[src/design/r2fft_pkg.sv]
package r2fft_pkg;

    localparam int LOG2_MAX_POINTS = 6;
    localparam int ADDR_W          = 6;
    localparam int SAMPLE_W        = 16;
    localparam int DATA_W          = 24;
    localparam int TW_W            = 18;
    localparam int PROD_W          = DATA_W + TW_W;
    localparam int CFG_W           = 3;
    localparam int TW_IDX_W        = 5;

    typedef enum logic [3:0] {
        ST_LOAD,
        ST_BF_RD,
        ST_MUL0,
        ST_MUL1,
        ST_MUL2,
        ST_MUL3,
        ST_MUL4,
        ST_WR_A,
        ST_WR_B,
        ST_EMIT_RD,
        ST_EMIT_WAIT
    } t_state;

    typedef enum logic [3:0] {
        DP_IDLE,
        DP_LOAD,
        DP_READ,
        DP_MUL0,
        DP_MUL1,
        DP_MUL2,
        DP_MUL3,
        DP_MUL4,
        DP_WR_A,
        DP_WR_B
    } t_dp_op;

    typedef struct packed {
        t_dp_op               op;
        logic                 we;
        logic [ADDR_W-1:0]    addr_a;
        logic [ADDR_W-1:0]    addr_b;
        logic [TW_IDX_W-1:0]  tw_idx;
    } t_dp_cmd;

    typedef struct packed {
        logic signed [TW_W-1:0] c;
        logic signed [TW_W-1:0] s;
    } t_twiddle;

    function automatic logic signed [TW_W-1:0] quarter_cos(input logic [TW_IDX_W-1:0] k);
        logic signed [TW_W-1:0] v;
        case (k)
            5'd0:    v = 18'sd65536;
            5'd1:    v = 18'sd65220;
            5'd2:    v = 18'sd64277;
            5'd3:    v = 18'sd62714;
            5'd4:    v = 18'sd60547;
            5'd5:    v = 18'sd57798;
            5'd6:    v = 18'sd54491;
            5'd7:    v = 18'sd50660;
            5'd8:    v = 18'sd46341;
            5'd9:    v = 18'sd41576;
            5'd10:   v = 18'sd36410;
            5'd11:   v = 18'sd30893;
            5'd12:   v = 18'sd25080;
            5'd13:   v = 18'sd19024;
            5'd14:   v = 18'sd12785;
            5'd15:   v = 18'sd6424;
            default: v = 18'sd0;
        endcase
        return v;
    endfunction

    function automatic t_twiddle twiddle(input logic [TW_IDX_W-1:0] k);
        t_twiddle t;
        logic [5:0] k32;
        k32 = 6'd32 - {1'b0, k};
        if (k <= 5'd16) begin
            t.c = quarter_cos(k);
            t.s = quarter_cos(5'd16 - k);
        end else begin
            t.c = -quarter_cos(k32[TW_IDX_W-1:0]);
            t.s = quarter_cos(k - 5'd16);
        end
        return t;
    endfunction

    function automatic logic signed [DATA_W-1:0] sat25(input logic signed [DATA_W:0] v);
        logic signed [DATA_W-1:0] r;
        if (v[DATA_W] != v[DATA_W-1]) begin
            r = v[DATA_W] ? {1'b1, {(DATA_W-1){1'b0}}} : {1'b0, {(DATA_W-1){1'b1}}};
        end else begin
            r = v[DATA_W-1:0];
        end
        return r;
    endfunction

    function automatic logic signed [DATA_W-1:0] sat27(input logic signed [DATA_W+2:0] v);
        logic signed [DATA_W-1:0] r;
        if (v > 27'sd8388607) begin
            r = {1'b0, {(DATA_W-1){1'b1}}};
        end else if (v < -27'sd8388608) begin
            r = {1'b1, {(DATA_W-1){1'b0}}};
        end else begin
            r = v[DATA_W-1:0];
        end
        return r;
    endfunction

endpackage

[src/design/r2fft_ctrl.sv]
module r2fft_ctrl #(
    parameter int LOG2_MAX_POINTS = r2fft_pkg::LOG2_MAX_POINTS
) (
    input  logic                              i_clk,
    input  logic                              i_rst_n,
    input  logic                              i_cfg_valid,
    output logic                              o_cfg_ready,
    input  logic [r2fft_pkg::CFG_W-1:0]       i_cfg_log2_points,
    input  logic                              i_sample_valid,
    output logic                              o_sample_ready,
    output logic                              o_bin_valid,
    input  logic                              i_bin_ready,
    output logic [r2fft_pkg::ADDR_W-1:0]      o_bin_index,
    output logic                              o_last_bin,
    output r2fft_pkg::t_dp_cmd                o_cmd
);
    localparam int AW = LOG2_MAX_POINTS;
    localparam logic [r2fft_pkg::CFG_W-1:0] LG_MAX = r2fft_pkg::CFG_W'(LOG2_MAX_POINTS);

    r2fft_pkg::t_state          r_state, n_state;
    logic [r2fft_pkg::CFG_W-1:0] r_lg;
    logic [AW-1:0]              r_count, n_count;
    logic [r2fft_pkg::CFG_W-1:0] r_stage, n_stage;
    logic [AW-1:0]              r_bf, n_bf;
    logic [AW-1:0]              r_k, n_k;

    logic [r2fft_pkg::CFG_W-1:0] lg_eff;
    logic [AW:0]                full_mask;
    logic [AW-1:0]              mask;
    logic [AW-1:0]              half_mask;
    logic [AW:0]                hm_full;
    logic [AW-1:0]              hm;
    logic [AW-1:0]              j_idx;
    logic [AW-1:0]              addr_a, addr_b;
    logic [AW-1:0]              rev_full;
    logic [AW-1:0]              load_addr;
    logic [r2fft_pkg::ADDR_W:0] tw_wide;
    logic                       in_acc;
    logic                       out_acc;

    assign lg_eff    = (r_lg > LG_MAX) ? LG_MAX : r_lg;
    assign full_mask = ((AW+1)'(1) << lg_eff) - (AW+1)'(1);
    assign mask      = full_mask[AW-1:0];
    assign half_mask = mask >> 1;
    assign hm_full   = ((AW+1)'(1) << (r_stage - 3'd1)) - (AW+1)'(1);
    assign hm        = hm_full[AW-1:0];
    assign j_idx     = r_bf & hm;
    assign addr_a    = ((r_bf & ~hm) << 1) | j_idx;
    assign addr_b    = addr_a | (hm + AW'(1));
    assign tw_wide   = (r2fft_pkg::ADDR_W+1)'(j_idx) << (3'd6 - r_stage);

    always_comb begin
        for (int i = 0; i < AW; i++) begin
            rev_full[i] = r_count[AW-1-i];
        end
    end

    assign load_addr = rev_full >> (LG_MAX - lg_eff);
    assign in_acc    = i_sample_valid && o_sample_ready;
    assign out_acc   = o_bin_valid && i_bin_ready;

    always_comb begin
        n_state = r_state;
        n_count = r_count;
        n_stage = r_stage;
        n_bf    = r_bf;
        n_k     = r_k;
        case (r_state)
            r2fft_pkg::ST_LOAD: begin
                if (in_acc) begin
                    if (r_count == mask) begin
                        n_count = '0;
                        n_stage = 3'd1;
                        n_bf    = '0;
                        n_k     = '0;
                        n_state = (lg_eff == '0) ? r2fft_pkg::ST_EMIT_RD : r2fft_pkg::ST_BF_RD;
                    end else begin
                        n_count = r_count + AW'(1);
                    end
                end
            end
            r2fft_pkg::ST_BF_RD:  n_state = r2fft_pkg::ST_MUL0;
            r2fft_pkg::ST_MUL0:   n_state = r2fft_pkg::ST_MUL1;
            r2fft_pkg::ST_MUL1:   n_state = r2fft_pkg::ST_MUL2;
            r2fft_pkg::ST_MUL2:   n_state = r2fft_pkg::ST_MUL3;
            r2fft_pkg::ST_MUL3:   n_state = r2fft_pkg::ST_MUL4;
            r2fft_pkg::ST_MUL4:   n_state = r2fft_pkg::ST_WR_A;
            r2fft_pkg::ST_WR_A:   n_state = r2fft_pkg::ST_WR_B;
            r2fft_pkg::ST_WR_B: begin
                if (r_bf == half_mask) begin
                    n_bf = '0;
                    if (r_stage == lg_eff) begin
                        n_k     = '0;
                        n_state = r2fft_pkg::ST_EMIT_RD;
                    end else begin
                        n_stage = r_stage + 3'd1;
                        n_state = r2fft_pkg::ST_BF_RD;
                    end
                end else begin
                    n_bf    = r_bf + AW'(1);
                    n_state = r2fft_pkg::ST_BF_RD;
                end
            end
            r2fft_pkg::ST_EMIT_RD: n_state = r2fft_pkg::ST_EMIT_WAIT;
            r2fft_pkg::ST_EMIT_WAIT: begin
                if (out_acc) begin
                    if (r_k == mask) begin
                        n_state = r2fft_pkg::ST_LOAD;
                    end else begin
                        n_k     = r_k + AW'(1);
                        n_state = r2fft_pkg::ST_EMIT_RD;
                    end
                end
            end
            default: n_state = r2fft_pkg::ST_LOAD;
        endcase
        if (i_cfg_valid && o_cfg_ready) begin
            n_count = '0;
        end
    end

    always_comb begin
        o_cmd.op       = r2fft_pkg::DP_IDLE;
        o_cmd.we       = 1'b0;
        o_cmd.addr_a   = r2fft_pkg::ADDR_W'(addr_a);
        o_cmd.addr_b   = r2fft_pkg::ADDR_W'(addr_b);
        o_cmd.tw_idx   = tw_wide[r2fft_pkg::TW_IDX_W-1:0];
        o_sample_ready = 1'b0;
        o_bin_valid    = 1'b0;
        case (r_state)
            r2fft_pkg::ST_LOAD: begin
                o_cmd.op       = r2fft_pkg::DP_LOAD;
                o_cmd.we       = in_acc;
                o_cmd.addr_a   = r2fft_pkg::ADDR_W'(load_addr);
                o_sample_ready = 1'b1;
            end
            r2fft_pkg::ST_BF_RD:  o_cmd.op = r2fft_pkg::DP_READ;
            r2fft_pkg::ST_MUL0:   o_cmd.op = r2fft_pkg::DP_MUL0;
            r2fft_pkg::ST_MUL1:   o_cmd.op = r2fft_pkg::DP_MUL1;
            r2fft_pkg::ST_MUL2:   o_cmd.op = r2fft_pkg::DP_MUL2;
            r2fft_pkg::ST_MUL3:   o_cmd.op = r2fft_pkg::DP_MUL3;
            r2fft_pkg::ST_MUL4:   o_cmd.op = r2fft_pkg::DP_MUL4;
            r2fft_pkg::ST_WR_A: begin
                o_cmd.op = r2fft_pkg::DP_WR_A;
                o_cmd.we = 1'b1;
            end
            r2fft_pkg::ST_WR_B: begin
                o_cmd.op = r2fft_pkg::DP_WR_B;
                o_cmd.we = 1'b1;
            end
            r2fft_pkg::ST_EMIT_RD: begin
                o_cmd.op     = r2fft_pkg::DP_READ;
                o_cmd.addr_a = r2fft_pkg::ADDR_W'(r_k);
            end
            r2fft_pkg::ST_EMIT_WAIT: o_bin_valid = 1'b1;
            default: begin
            end
        endcase
    end

    assign o_cfg_ready = 1'b1;
    assign o_bin_index = r2fft_pkg::ADDR_W'(r_k);
    assign o_last_bin  = (r_k == mask);

    always_ff @(posedge i_clk) begin
        if (!i_rst_n) begin
            r_state <= r2fft_pkg::ST_LOAD;
            r_lg    <= r2fft_pkg::CFG_W'(6);
            r_count <= '0;
            r_stage <= 3'd1;
            r_bf    <= '0;
            r_k     <= '0;
        end else begin
            r_state <= n_state;
            r_count <= n_count;
            r_stage <= n_stage;
            r_bf    <= n_bf;
            r_k     <= n_k;
            if (i_cfg_valid && o_cfg_ready) begin
                r_lg <= i_cfg_log2_points;
            end
        end
    end

    a_wr_b_next: assert property (@(posedge i_clk) disable iff (!i_rst_n)
        (r_state == r2fft_pkg::ST_WR_B) |=>
        (r_state == r2fft_pkg::ST_BF_RD || r_state == r2fft_pkg::ST_EMIT_RD))
        else $error("butterfly did not advance");

    a_count_range: assert property (@(posedge i_clk) disable iff (!i_rst_n)
        (r_count <= mask))
        else $error("load count beyond frame length");

    a_stage_range: assert property (@(posedge i_clk) disable iff (!i_rst_n)
        (r_state == r2fft_pkg::ST_BF_RD) |-> (r_stage >= 3'd1 && r_stage <= lg_eff))
        else $error("stage out of range");

    a_emit_next: assert property (@(posedge i_clk) disable iff (!i_rst_n)
        (r_state == r2fft_pkg::ST_EMIT_WAIT && i_bin_ready) |=>
        (r_state == r2fft_pkg::ST_EMIT_RD || r_state == r2fft_pkg::ST_LOAD))
        else $error("emit did not advance");

endmodule

[config.mk]
export PLATFORM = sky130hd
export DESIGN_NAME = r2fft_ctrl
export DESIGN_NICKNAME = d
export VERILOG_FILES = /design/src/design/r2fft_pkg.sv /design/src/design/r2fft_ctrl.sv
export SDC_FILE = /design/constraint.sdc
export NUM_CORES = 1
export LEC_CHECK = 0
export CAP_MARGIN = 25
export CORE_ASPECT_RATIO = 0.7
export CORE_MARGIN = 2
export CORE_UTILIZATION = 50
export CTS_BUF_LIST = sky130_fd_sc_hd__clkbuf_8
export DETAILED_ROUTE_END_ITERATION = 8
export DONT_BUFFER_PORTS = 1
export GPL_TIMING_DRIVEN = 0
export HOLD_SLACK_MARGIN = 0.08
export PLACE_DENSITY_LB_ADDON = 0.25
export SYNTH_ARGS = -nofsm -noshare
export SYNTH_HDL_FRONTEND = slang
export SYNTH_SLANG_ARGS = --single-unit
export TNS_END_PERCENT = 10
[constraint.sdc]
create_clock -name i_clk -period 4.25 [get_ports i_clk]
set_input_delay 0 -clock i_clk [delete_from_list [all_inputs] [get_ports i_clk]]
set_output_delay 0 -clock i_clk [all_outputs]
set_load 0.03 [all_outputs]
==> key figures <==
Run status
  • Result of the run: finished, final reports clean

Clock tree
  • Number of buffers created by CTS: 3
  • Clock slew seen by the registers of the worst setup and hold paths: 100 ps
  • CTS Root Buffer Type: sky130_fd_sc_hd__clkbuf_8
  • Depth of the CTS H-tree: 1
  • # clock sinks: 28
  • Clock latency of the later-clocked register in the worst-skew pair: between 200 and 300 ps
  • Max clock buf depth: 2
  • Setup fix buffers added after clock tree synthesis: 0
  • CTS tree: built

Place
  • Area after detailed placement: 0.00274 mm²
  • Half-perimeter wire length of the detailed placement result: between 5000 and 6000 µm
  • Number of buffers added on ports: 0
  • Final estimated routing congestion in global placement: ~0.9

Synth
  • Proportion of netlist area held by the largest area contributor: 0.212
  • Count leader, synth: sky130_fd_sc_hd__nand2_1
  • Portion of the post-synthesis area used by sequential elements: 0.212
  • Post-Syn Area: approximately 0.0026 mm²
  • Per-instance average area after synthesis: slightly above 7 µm²
  • Prevailing post-synth register cell: sky130_fd_sc_hd__dfxtp_1
  • Number of flops mapped to enable cells by yosys: 0
  • Post-Syn Nets: 386
  • Yosys warning total: 0
  • Flip-flop and latch count after synthesis: 28
  • Number of distinct library cells after synthesis: 55
  • Async SR Flop Fraction: 0
  • Ranking of synthesized cells by instance count: sky130_fd_sc_hd__nand2_1, sky130_fd_sc_hd__dfxtp_1, sky130_fd_sc_hd__nor2_1
  • Area leader, netlist: sky130_fd_sc_hd__dfxtp_1
  • Gate count of the mapped netlist: roughly 370
  • Largest cells by area after synthesis: sky130_fd_sc_hd__dfxtp_1, sky130_fd_sc_hd__nand2_1, sky130_fd_sc_hd__mux2i_1

Timing
  • Post-Route Skew: around 5.3 ps
  • Max Transition Viols Final: 0
  • Time the worst path needs with I/O delays and setup: slightly below 4000 ps
  • Final number of hold-violating endpoints: 0
  • Final setup fails: 0
  • Achievable clock frequency: about 0.25 GHz
  • Total negative slack: 0 ps
  • Max transition margin: 0.311
  • Post-route clock period utilization: 0.924
  • Worst Tran Pin Value: around 1000 ps

Die
  • I/O pin count: 40
  • Horizontal die dimension: between 90 and 100 µm
  • Die height: ~65 µm
  • Floorplan Core Area: between 0.005 and 0.006 mm²
  • Starting density of the core: 0.511
  • Cell Rows: 22
  • Die footprint: a little under 0.006 mm²

Critical path
  • Category of the most critical setup path: reg2out
  • Crit path DAT: 3930 ps
  • Category of the worst setup path launch point: register
  • Required time of the critical path: 4250 ps
  • Element type at the critical path end: primary output
  • Highest net fanout along the worst path: 10

Route
  • First-pass iteration count of the detailed router: 5
  • Via density per instance: about 6.1
  • Initial DRC Count: ~200
  • DRC violation count after routing: 0
  • Residual antenna-violating net count after detailed routing: 0
  • Average routed wire per standard cell: between 15 and 20 µm
  • Total via count after detailed routing: between 2000 and 3000
  • Sum of routed wire length over all layers: around 7300 µm

Cells and area
  • Post-route standard cell area excluding fillers: roughly 0.0029 mm²
  • Layout net count: 399
  • Antenna fix cells: 0
  • Ratio of cells with drive above 1 in the final layout: 0.0688
  • Area growth from synthesis to final layout: 9.56%

Pwr
  • Peak supply drop: 261 µV
  • Total power divided by cell area: 299 mW/mm²
  • Leak: approximately 1.1 nW

GRT
  • Grt total ovfl: 0
  • Vias in the first global route: about 2400
  • Global-route wire length before repair: roughly 12000 µm
  • Total track usage: 0.254
  • Initial antenna violation count: 0
  • Maximum number of pins on one net before global-route repair: 17

Min path
  • Min-delay worst type: in2reg

Job
  • Max-Cap Viols: 0
==> state kept, by name, summed over array words and instances (netlist names) <==
name and flops:
r_stage 3, r_bf 6, r_lg 3, r_state 4, r_count 6, o_bin_index 6
==> per-stage QoR <==
| step | hold slack (ps) | instances | util | total power [mW] | worst slack (ps) |
|---|---|---|---|---|---|
| after detailed placement | 135 | 439 | 0.530 | 0.643 | 425 |
| after global placement | 131 | 438 | 0.529 | 0.637 | 501 |
| after CTS | 106 | 450 | 0.557 | 0.869 | 86.0 |
| after floorplan | 126 | 366 | - | 0.583 | 938 |
| after global routing | 163 | 450 | 0.560 | 0.917 | -13.1 |
| final | 106 | 450 | 0.560 | 0.867 | 322 |
==> kinds of logic after synthesis <==
group,Yosys count,share of synthesized area
AND/OR/NAND/NOR,164,0.315
AO/OA/AOI/OAI,79,0.205
buffers and inverters,42,0.0691
flip-flops,28,0.212
XOR/XNOR,22,0.0728
multiplexers,18,0.0681
adder cells (fa/ha/maj),12,0.0568
other,1,0.00142
==> layer usage <==
layer	GRT usage	vias up	share of wire
met5	0	-	0
met4	0.0436	0	0.012
met3	0.0442	8	0.061
met2	0.386	95	0.44
met1	0.378	1300	0.49
li1	-	1327	-
==> what timing repair did <==
action | in CTS | in global routing
gates resized for setup | 0 | 6
hold buffers | 7 | 0
hold endpoints to repair | 11 | 0
setup endpoints to repair | 0 | 5
==> final timing paths <==
path | from | endpoint | slack, ps | cells after the start
max | r_stage[0] | o_cmd[10] | 320 | 13
min | i_sample_valid | r_count[1] | 110 | 4
max reg2reg | r_lg[1] | o_bin_index[2] | 1020 | 11
min reg2reg | r_stage[1] | r_stage[1] | 600 | 2
==> cell usage in the layout, fill, tap and decap left out, types with 9 or more instances in the layout <==
cell / instances
sky130_fd_sc_hd__xor2_1: 13
sky130_fd_sc_hd__xnor2_1: 9
sky130_fd_sc_hd__o21ai_0: 11
sky130_fd_sc_hd__clkbuf_1: 22
sky130_fd_sc_hd__ha_1: 12
sky130_fd_sc_hd__inv_1: 12
sky130_fd_sc_hd__dfxtp_1: 28
sky130_fd_sc_hd__nand2b_1: 10
sky130_fd_sc_hd__a21oi_1: 14
sky130_fd_sc_hd__nand3_1: 11
sky130_fd_sc_hd__and3_1: 9
sky130_fd_sc_hd__nor2_1: 28
sky130_fd_sc_hd__nand2_1: 54
sky130_fd_sc_hd__a31oi_1: 9
sky130_fd_sc_hd__nor3_1: 12
sky130_fd_sc_hd__mux2i_1: 18
==> worst max-delay path: stages (launching register included) <==
cell and delay, ps:
sky130_fd_sc_hd__dfxtp_1 470, sky130_fd_sc_hd__clkbuf_1 350, sky130_fd_sc_hd__inv_1 230, sky130_fd_sc_hd__ha_1 260, sky130_fd_sc_hd__xnor2_1 230, sky130_fd_sc_hd__clkbuf_1 350, sky130_fd_sc_hd__nand2_1 190, sky130_fd_sc_hd__ha_1 260
sky130_fd_sc_hd__xor2_1 150, sky130_fd_sc_hd__mux2i_1 130, sky130_fd_sc_hd__a211oi_1 240, sky130_fd_sc_hd__nand3_1 120, sky130_fd_sc_hd__and2_1 190, sky130_fd_sc_hd__o21ai_1 480
==> cell type report <==
cell class              instances  area (µm²)
clock inverters                 1        30.0
repair buffers                  8        77.6
flip-flops and latches         28         561
multi-input cells             296        1920
inverters                      13        48.8
clock buffers                   3        41.3
fillers                       518        2280
plain buffers                  29         134
well taps                      72        90.1
==> power breakdown <==
group / switching (mW) / internal, mW
Clock: 0.0926 / 0.126
Sequential: 0.00681 / 0.275
Combinational: 0.262 / 0.105
Total: 0.362 / 0.505
Power figures use the tool's default switching activity.
